===== src/design/bsba_pkg.sv =====
// Shared types and constants for the boolean score bucket accumulator.
`timescale 1ns / 1ps
`default_nettype none
package bsba_pkg;

    localparam int BUCKETS_DEF       = 1024;
    localparam int COORD_ENTRIES_DEF = 64;

    localparam int DOC_W   = 31;
    localparam int SCORE_W = 32;
    localparam int MASK_W  = 32;
    localparam int CIDX_W  = 6;
    localparam int CVAL_W  = 17;
    localparam int CNT_W   = 6;
    localparam int PROD_W  = SCORE_W + CVAL_W;

    localparam int DOC_LSB   = 0;
    localparam int SCORE_LSB = DOC_LSB + DOC_W;
    localparam int MASK_LSB  = SCORE_LSB + SCORE_W;
    localparam int CIDX_LSB  = MASK_LSB + MASK_W;
    localparam int CVAL_LSB  = CIDX_LSB + CIDX_W;
    localparam int IN_BITS   = CVAL_LSB + CVAL_W;
    localparam int S_TDATA_W = ((IN_BITS + 7) / 8) * 8;
    localparam int OUT_BITS  = DOC_W + SCORE_W;
    localparam int M_TDATA_W = ((OUT_BITS + 7) / 8) * 8;

    localparam int KIND_W   = 2;
    localparam int M_TUSER_W = 2;

    localparam int APB_AW = 3;
    localparam int APB_DW = 32;

    localparam logic [CNT_W-1:0]  CNT_MAX    = 6'd63;
    localparam logic [CVAL_W-1:0] COORD_ONE  = 17'h10000;
    localparam logic [PROD_W:0]   ROUND_HALF = (PROD_W + 1)'(32'h8000);

    typedef enum logic [KIND_W-1:0] {
        KIND_COLLECT = 2'd0,
        KIND_DRAIN   = 2'd1,
        KIND_LOAD    = 2'd2
    } kind_t;

    typedef enum logic {
        REG_REQUIRED   = 1'b0,
        REG_PROHIBITED = 1'b1
    } reg_idx_t;

    typedef struct packed {
        logic item_load;
        logic coll_brd;
        logic coll_srd;
        logic coll_wr;
        logic drn_chk;
        logic drn_brd;
        logic drn_crd;
        logic drn_mul;
        logic out_load;
        logic coord_ld;
        logic mem_clr;
    } bsba_cmd_t;

    typedef struct packed {
        logic count_zero;
        logic clr_done;
        logic out_free;
    } bsba_stat_t;

endpackage
`default_nettype wire


===== src/design/bsba_ctrl.sv =====
// Controller state machine that sequences collect, drain, load and memory clear.
`timescale 1ns / 1ps
`default_nettype none
module bsba_ctrl (
    input  wire logic                           aclk,
    input  wire logic                           aresetn,
    input  wire logic                           s_tvalid,
    output logic                                s_tready,
    input  wire logic [bsba_pkg::KIND_W-1:0]    s_tuser,
    input  wire bsba_pkg::bsba_stat_t           stat,
    output bsba_pkg::bsba_cmd_t                 cmd
);
    import bsba_pkg::*;

    typedef enum logic [3:0] {
        S_CLEAR,
        S_IDLE,
        S_C_BRD,
        S_C_SRD,
        S_C_WR,
        S_D_CHK,
        S_D_BRD,
        S_D_CRD,
        S_D_MUL,
        S_D_OUT,
        S_L_WR
    } state_t;

    state_t state_reg;
    state_t state_next;

    always_ff @(posedge aclk) begin
        if (!aresetn) begin
            state_reg <= S_CLEAR;
        end else begin
            state_reg <= state_next;
        end
    end

    always_comb begin
        state_next = state_reg;
        case (state_reg)
            S_CLEAR: begin
                if (stat.clr_done) begin
                    state_next = S_IDLE;
                end
            end
            S_IDLE: begin
                if (s_tvalid) begin
                    case (kind_t'(s_tuser))
                        KIND_COLLECT: state_next = S_C_BRD;
                        KIND_DRAIN:   state_next = S_D_CHK;
                        KIND_LOAD:    state_next = S_L_WR;
                        default:      state_next = S_IDLE;
                    endcase
                end
            end
            S_C_BRD: state_next = S_C_SRD;
            S_C_SRD: state_next = S_C_WR;
            S_C_WR:  state_next = S_IDLE;
            S_D_CHK: state_next = stat.count_zero ? S_D_OUT : S_D_BRD;
            S_D_BRD: state_next = S_D_CRD;
            S_D_CRD: state_next = S_D_MUL;
            S_D_MUL: state_next = S_D_OUT;
            S_D_OUT: begin
                if (stat.out_free) begin
                    state_next = S_IDLE;
                end
            end
            S_L_WR:  state_next = S_IDLE;
            default: state_next = S_IDLE;
        endcase
    end

    always_comb begin
        s_tready      = (state_reg == S_IDLE);
        cmd           = '0;
        cmd.item_load = (state_reg == S_IDLE) && s_tvalid;
        cmd.coll_brd  = (state_reg == S_C_BRD);
        cmd.coll_srd  = (state_reg == S_C_SRD);
        cmd.coll_wr   = (state_reg == S_C_WR);
        cmd.drn_chk   = (state_reg == S_D_CHK);
        cmd.drn_brd   = (state_reg == S_D_BRD);
        cmd.drn_crd   = (state_reg == S_D_CRD);
        cmd.drn_mul   = (state_reg == S_D_MUL);
        cmd.out_load  = (state_reg == S_D_OUT) && stat.out_free;
        cmd.coord_ld  = (state_reg == S_L_WR);
        cmd.mem_clr   = (state_reg == S_CLEAR);
    end

endmodule
`default_nettype wire


===== config.mk =====
export PLATFORM = sky130hd
export DESIGN_NAME = bsba_ctrl
export DESIGN_NICKNAME = d
export VERILOG_FILES = /design/src/design/bsba_pkg.sv /design/src/design/bsba_ctrl.sv
export SDC_FILE = /design/constraint.sdc
export NUM_CORES = 1
export LEC_CHECK = 0
export BUFFER_PORTS_ARGS = -buffer_cell sky130_fd_sc_hd__clkbuf_2
export CAP_MARGIN = 15
export CELL_PAD_IN_SITES_DETAIL_PLACEMENT = 0
export CELL_PAD_IN_SITES_GLOBAL_PLACEMENT = 1
export CORE_MARGIN = 3
export CORE_UTILIZATION = 28
export CTS_BUF_LIST = sky130_fd_sc_hd__clkbuf_4
export CTS_CLUSTER_DIAMETER = 150
export DETAILED_ROUTE_END_ITERATION = 16
export PLACE_DENSITY_LB_ADDON = 0.1
export SLEW_MARGIN = 25
export SYNTH_ARGS = -nofsm -noshare
export SYNTH_HDL_FRONTEND = slang
export SYNTH_SLANG_ARGS = --single-unit

===== constraint.sdc =====
create_clock -name aclk -period 1.15 [get_ports aclk]
set_input_delay 0.1725 -clock aclk [delete_from_list [all_inputs] [get_ports aclk]]
set_output_delay 0.1725 -clock aclk [all_outputs]
set_load 0.05 [all_outputs]

==> results of run 1 <==
synthesized netlist by cell type, drive strengths merged:
| cell type | count | share of area |
|---|---|---|
| a211o | 1 | 0.021 |
| and2b | 1 | 0.018 |
| nor3b | 2 | 0.036 |
| nand2 | 2 | 0.018 |
| and3 | 2 | 0.030 |
| o31ai | 1 | 0.018 |
| buf | 4 | 0.084 |
| o21bai | 1 | 0.018 |
| or2 | 1 | 0.015 |
| o21ai | 3 | 0.036 |
| a2111oi | 1 | 0.021 |
| mux2i | 1 | 0.024 |
| dfxtp | 4 | 0.19 |
| inv | 2 | 0.018 |
| o32ai | 1 | 0.021 |
| a32oi | 1 | 0.021 |
| nor4 | 1 | 0.015 |
| and4b | 1 | 0.024 |
| and3b | 1 | 0.021 |
| clkinv | 1 | 0.0090 |
| nor3 | 5 | 0.060 |
| a221oi | 1 | 0.036 |
| nor2 | 6 | 0.054 |
| a21oi | 2 | 0.024 |
| nor2b | 4 | 0.060 |
| and2 | 1 | 0.015 |
| nand2b | 4 | 0.060 |
| and4bb | 1 | 0.030 |
worst min-delay path by stage:
stage / startpoint / end / slack (ps) / depth (start not counted)
floorplan: stat[1] / state_reg[0] / 320 / 2
global placement: stat[1] / state_reg[0] / 420 / 3
detailed placement: stat[1] / state_reg[0] / 420 / 3
CTS: stat[1] / state_reg[0] / 160 / 3
global route: stat[1] / state_reg[0] / 170 / 3
finish: stat[1] / state_reg[0] / 160 / 3
tightest hold or removal path: stages:
cell and delay (ps):
clkbuf_2 80, inv_1 60, a221oi_2 50
timing repair:
item | CTS | global route
buffers inserted | 9 | 5
pin swaps | 19 | 10
gates resized for setup | 50 | 18
endpoints found under the setup margin | 16 | 16
hold endpoints to repair | 0 | 0
power by group through the flow:
| stage | clock network, µW | logic (µW) | registers (µW) |
|---|---|---|---|
| 5_1_grt | 243 | 334 | 152 |
| 3_5_place_dp | 0 | 228 | 159 |
| 2_1_floorplan | 0 | 133 | 155 |
| 6_report | 229 | 323 | 151 |
| 3_3_place_gp | 0 | 226 | 159 |
| 4_1_cts | 228 | 286 | 151 |
per-stage QoR:
step                hold slack, ps  instances  utilization  power [µW]
floorplan                      316         56            -         288
global placement               416        102        0.598         385
CTS                            160        115        0.833         665
detailed placement             420        102        0.598         387
global route                   167        120        0.898         729
finish                         163        120        0.898         703
logic make-up (layout without fill, tap and decap cells):
group                  after synthesis  after routing  synth area share
buffers and inverters                7             56             0.111
AO/OA/AOI/OAI                       12             12             0.216
AND/OR/NAND/NOR                     32             32             0.456
flip-flops                           4              4             0.192
multiplexers                         1              1            0.0240
cell type report:
type	count	area, µm²	area share
clock buffers	4	30.0	0.0248
inverters	3	16.3	0.0134
multi-input cells	45	489	0.404
flip-flops and latches	4	95.1	0.0784
well taps	15	18.8	0.0155
repair buffers	49	563	0.464
layer usage:
metal  global-route usage  wire (µm)  vias to the layer above
li1                     -          -                      307
met1                0.251        895                      326
met2                0.378       1300                       43
met3               0.0407        231                        8
met4               0.0904         69                        0
met5                    0          0                        -
==> results.sh, run 1 <==
export IMPL_hold_viol_final=0
export IMPL_fin_crit_sh=1.25
export IMPL_die_x_um=44.6
export IMPL_hold_buffers=0
export IMPL_cts_max_path_buffers=2
export IMPL_antenna_found_initial=0
export IMPL_rrSetupSlack_ps=-190
export IMPL_vdd_drop_max_v=0.000593
export IMPL_tns_ps=-3090
export IMPL_drc=0
export IMPL_synth_seq_cells=4
export IMPL_post_drt_via_cell_ratio=5.70
export IMPL_row_count=13
export IMPL_worst_slew_pin_slew_ps=381
export IMPL_die_height_um=44.6
export IMPL_p_int_uw=463
export IMPL_ys_types=31
export IMPL_largest_register_ffs=4
export IMPL_reg2regPathDepth=6
export IMPL_nFillCells=57
export IMPL_drive_gt1_frac=0.829
export IMPL_clock_latency_ps=240
export IMPL_cpLargestDelayFamily="flip-flops"
export IMPL_finalCriticalPeriod_ps=1440
export IMPL_crit_type="reg2out"
export IMPL_timing_fmax_mhz=696
export IMPL_vias=684
export IMPL_cp_endpoint="cmd[4]"
export IMPL_dp_slack_ps=-185
export IMPL_crit_path_cell_trace="buf_12, and3b_2, and2_4, clkbuf_16"
export IMPL_num_io_pins=20
export IMPL_area_delta_synth_final_pct=191
export IMPL_finalMaxSlewViolations=0
export IMPL_drt_wl_total_um=2490
export IMPL_cts_tree="built"
export IMPL_grt_use_total=0.215
export IMPL_clockRootBuffer="clkbuf_4"
export IMPL_required_ps=980
export IMPL_pwr_share_seq=0.216
export IMPL_clock_skew_ps=0.891
export IMPL_r2r_start="state_reg[2]"
export IMPL_place_hpwl_um=1110
export IMPL_drtIter0Drc=13
export IMPL_p_leak_uw=0.000501
export IMPL_comb_power_share=0.459
export IMPL_arrival_ps=1270
export IMPL_wl_per_cell_um=20.8
export IMPL_detail_route_antenna_nets=0
export IMPL_critPathBufInv=2
export IMPL_grt_pass1_vias=640
export IMPL_yosys_warnings=0
export IMPL_fin_area_um2=1210
export IMPL_antenna_cells=0
export IMPL_syn_nets=64
export IMPL_syn_inst=56
export IMPL_final_cell_mix="buf_4, buf_8, clkbuf_2"
export IMPL_rr_endpoint="state_reg[3]"
export IMPL_clkTransAtPathRegs_ps=40
export IMPL_grt_pass1_wl_um=3060
export IMPL_max_stage_delay_ps=370
export IMPL_p_switching_uw=239
export IMPL_grt_overflow=0
export IMPL_cp_start_kind="register"
export IMPL_power_density_nw_per_um2=580
export IMPL_netlist_area_um2=417
export IMPL_max_slew_margin=0.745
export IMPL_final_common_cell="buf_4"
export IMPL_gp_congestion=0.730
export IMPL_crit_path_start="state_reg[2]"
export IMPL_violations="setup timing"
export IMPL_ctsHtreeMaxLevel=1
export IMPL_placed_area_um2=807
export IMPL_swShare=0.340
export IMPL_port_buffers=19
export IMPL_cts_sinks=4
export IMPL_cts_made_buffers=3
export IMPL_cp_depth=4
export IMPL_status="finished with violations"
export IMPL_layout_nets=114
export IMPL_fin_ws_ps=-288
export IMPL_grt_max_degree=10
export IMPL_cp_slowest_cell="dfxtp_4"
export IMPL_maxCapViolCount=0
export IMPL_clockPowerShare=0.325
export IMPL_hp_class="in2reg"
export IMPL_path_max_fanout=4
export IMPL_dr_pass1_iters=4
export IMPL_coreArea_um2=1350
export IMPL_setup_viol=16
export IMPL_yosysSeqAreaShare=0.192
export IMPL_end_kind="output pin"
export IMPL_syn_area_per_cell_um2=7.44
export IMPL_die_area_um2=1990
export IMPL_rsz0062_at_grt="true"
export IMPL_start_util=0.309
Note: power is estimated with default switching activity, not from simulation.
==> run 2, diff against run 1 <==
Settings changed: ABC_AREA from default to 1, CORE_UTILIZATION 28 to 24.
==> run 2 against run 1 <==
Against the previous run: the flow still finishes with violations (setup timing); register-to-register slack better by 60 ps; hold slack worse by 1.3 ps; routed wire length shrank 40%; via count decreased by 9.9%; synthesized cell count is 41% higher; clock skew grew 12 ps.
==> results.sh, run 2 <==
export IMPL_p_leak_uw=0.000449
export IMPL_clock_latency_ps=250
export IMPL_clockPowerShare=0.236
export IMPL_drt_wl_total_um=1500
export IMPL_coreArea_um2=1420
export IMPL_detail_route_antenna_nets=0
export IMPL_nFillCells=112
export IMPL_max_stage_delay_ps=390
export IMPL_fin_area_um2=978
export IMPL_ys_types=11
export IMPL_p_int_uw=537
export IMPL_fin_ws_ps=-199
export IMPL_arrival_ps=1180
export IMPL_finalPower_uw=943
export IMPL_setup_viol=16
export IMPL_cts_sinks=4
export IMPL_area_delta_synth_final_pct=151
export IMPL_worst_slew_pin_slew_ps=216
export IMPL_power_density_nw_per_um2=964
export IMPL_final_common_cell="nand2_1"
export IMPL_rrSetupSlack_ps=-130
export IMPL_r2r_start="state_reg[3]"
export IMPL_cp_slowest_cell="dfxtp_4"
export IMPL_post_drt_via_cell_ratio=4.70
export IMPL_comb_power_share=0.578
export IMPL_finalCriticalPeriod_ps=1350
export IMPL_synth_seq_cells=4
export IMPL_synthMostInstantiatedCell="nand2_1"
export IMPL_row_count=13
export IMPL_wl_per_cell_um=11.5
export IMPL_end_kind="output pin"
export IMPL_grtUsageMet1=0.184
export IMPL_vias=616
export IMPL_syn_area_per_cell_um2=4.94
export IMPL_syn_nets=87
export IMPL_synth_ff_type="dfxtp_1"
export IMPL_grt_pass1_vias=546
export IMPL_cpLargestDelayFamily="buffers and inverters"
export IMPL_die_height_um=46.3
export IMPL_syn_inst=79
export IMPL_maxCapViolCount=0
export IMPL_clockRootBuffer="clkbuf_4"
export IMPL_clkTransAtPathRegs_ps=50
export IMPL_start_util=0.276
export IMPL_drc=0
export IMPL_path_max_fanout=6
export IMPL_max_slew_margin=0.855
export IMPL_antenna_cells=0
export IMPL_drive_gt1_frac=0.638
export IMPL_required_ps=980
export IMPL_rsz0062_at_grt="true"
export IMPL_hp_class="in2reg"
export IMPL_pwr_share_seq=0.187
export IMPL_clock_skew_ps=13.3
export IMPL_final_cell_mix="nand2_1, nor2_4, nor2_1"
export IMPL_reg2regPathDepth=7
export IMPL_ys_top_cells_by_area="nand2_1, nor2_1, dfxtp_1, inv_1, nand3_1"
export IMPL_p_switching_uw=406
export IMPL_tns_ps=-2320
export IMPL_cp_start_kind="register"
export IMPL_num_io_pins=20
export IMPL_cts_made_buffers=3
export IMPL_yosysSeqAreaShare=0.205
export IMPL_met2_usage=0.275
export IMPL_ys_top_cells_by_count="nand2_1, nor2_1, inv_1"
export IMPL_use_met3=0.0313
export IMPL_hold_viol_final=0
export IMPL_synth_top_area_frac=0.221
export IMPL_place_hpwl_um=1080
export IMPL_synth_top_area_cell="nand2_1"
export IMPL_port_buffers=19
export IMPL_critPathBufInv=3
export IMPL_cts_tree="built"
export IMPL_rr_endpoint="state_reg[0]"
export IMPL_fin_crit_sh=1.17
export IMPL_die_area_um2=2150
export IMPL_grt_pass1_wl_um=2330
export IMPL_synthArstFlopShare=0
export IMPL_grt_use_total=0.158
export IMPL_top_usage_layer="met2"
export IMPL_crit_path_start="state_reg[3]"
export IMPL_drtIter0Drc=20
export IMPL_netlist_area_um2=390
export IMPL_cp_depth=5
export IMPL_die_x_um=46.3
export IMPL_synth_edf_count=0
export IMPL_vdd_drop_max_v=0.000616
export IMPL_timing_fmax_mhz=741
export IMPL_hold_ws_ps=162
export IMPL_hold_buffers=0
export IMPL_grt_max_degree=7
export IMPL_yosys_warnings=0
export IMPL_violations="setup timing"
export IMPL_antenna_found_initial=0
export IMPL_largest_register_ffs=4
export IMPL_cp_endpoint="cmd[8]"
export IMPL_crit_type="reg2out"
export IMPL_swShare=0.430
export IMPL_status="finished with violations"
export IMPL_layout_nets=125
export IMPL_cts_max_path_buffers=2
export IMPL_gp_congestion=0.786
export IMPL_dr_pass1_iters=4
export IMPL_grt_overflow=0
export IMPL_placed_area_um2=686
export IMPL_crit_path_cell_trace="nor2_1, buf_4, nand2_4, clkinvlp_4, clkbuf_16"
export IMPL_finalMaxSlewViolations=0
export IMPL_ctsHtreeMaxLevel=1
[run 2: worst min-delay path, cell delays in order]
cell	delay, ps
clkbuf_2	90
nand2_1	60
a21oi_1	30
[run 2: timing repair]
item                       4_1_cts  5_1_grt
pin swaps                       10        2
setup endpoints to repair       16       16
buffers inserted                 5        1
gates resized for setup         47       15
[run 2: metrics by stage]
stage | cells | util | setup slack [ps]
6_report | 131 | 0.691 | -199
4_1_cts | 130 | 0.655 | -202
2_1_floorplan | 79 | - | -65.3
3_5_place_dp | 121 | 0.485 | -119
5_1_grt | 131 | 0.691 | -241
3_3_place_gp | 121 | 0.485 | -143
[run 2: worst min-delay path by stage]
stage,from,end,depth (start not counted)
5_1_grt,aresetn,state_reg[0],3
3_5_place_dp,aresetn,state_reg[0],3
2_1_floorplan,aresetn,state_reg[0],2
4_1_cts,aresetn,state_reg[0],3
3_3_place_gp,aresetn,state_reg[0],3
6_report,aresetn,state_reg[0],3
[run 2: cell families (layout without fill, tap and decap cells)]
family	count (synthesis)	count (layout)	share of synthesized area
AO/OA/AOI/OAI	5	5	0.0641
buffers and inverters	15	52	0.144
flip-flops	4	4	0.205
AND/OR/NAND/NOR	55	55	0.587
[run 2: final cells by class]
cell class / count / area, µm² / share of cell area
Sequential cell: 4 / 92.6 / 0.0946
Multi-Input combinational cell: 60 / 410 / 0.419
Inverter: 15 / 75.1 / 0.0767
Tap cell: 15 / 18.8 / 0.0192
Timing Repair Buffer: 33 / 352 / 0.359
Clock buffer: 4 / 30.0 / 0.0307
[run 2: power by group through the flow]
stage | clock network (µW) | registers, µW | logic (µW)
CTS | 224 | 178 | 487
floorplan | 0 | 173 | 279
detailed placement | 0 | 176 | 373
global placement | 0 | 176 | 375
global route | 238 | 179 | 578
finish | 222 | 176 | 545
[run 2: layer usage]
metal	wire, µm	up-vias
met5	0	-
met3	70	4
met1	584	275
met2	822	20
met4	27	0
li1	-	317
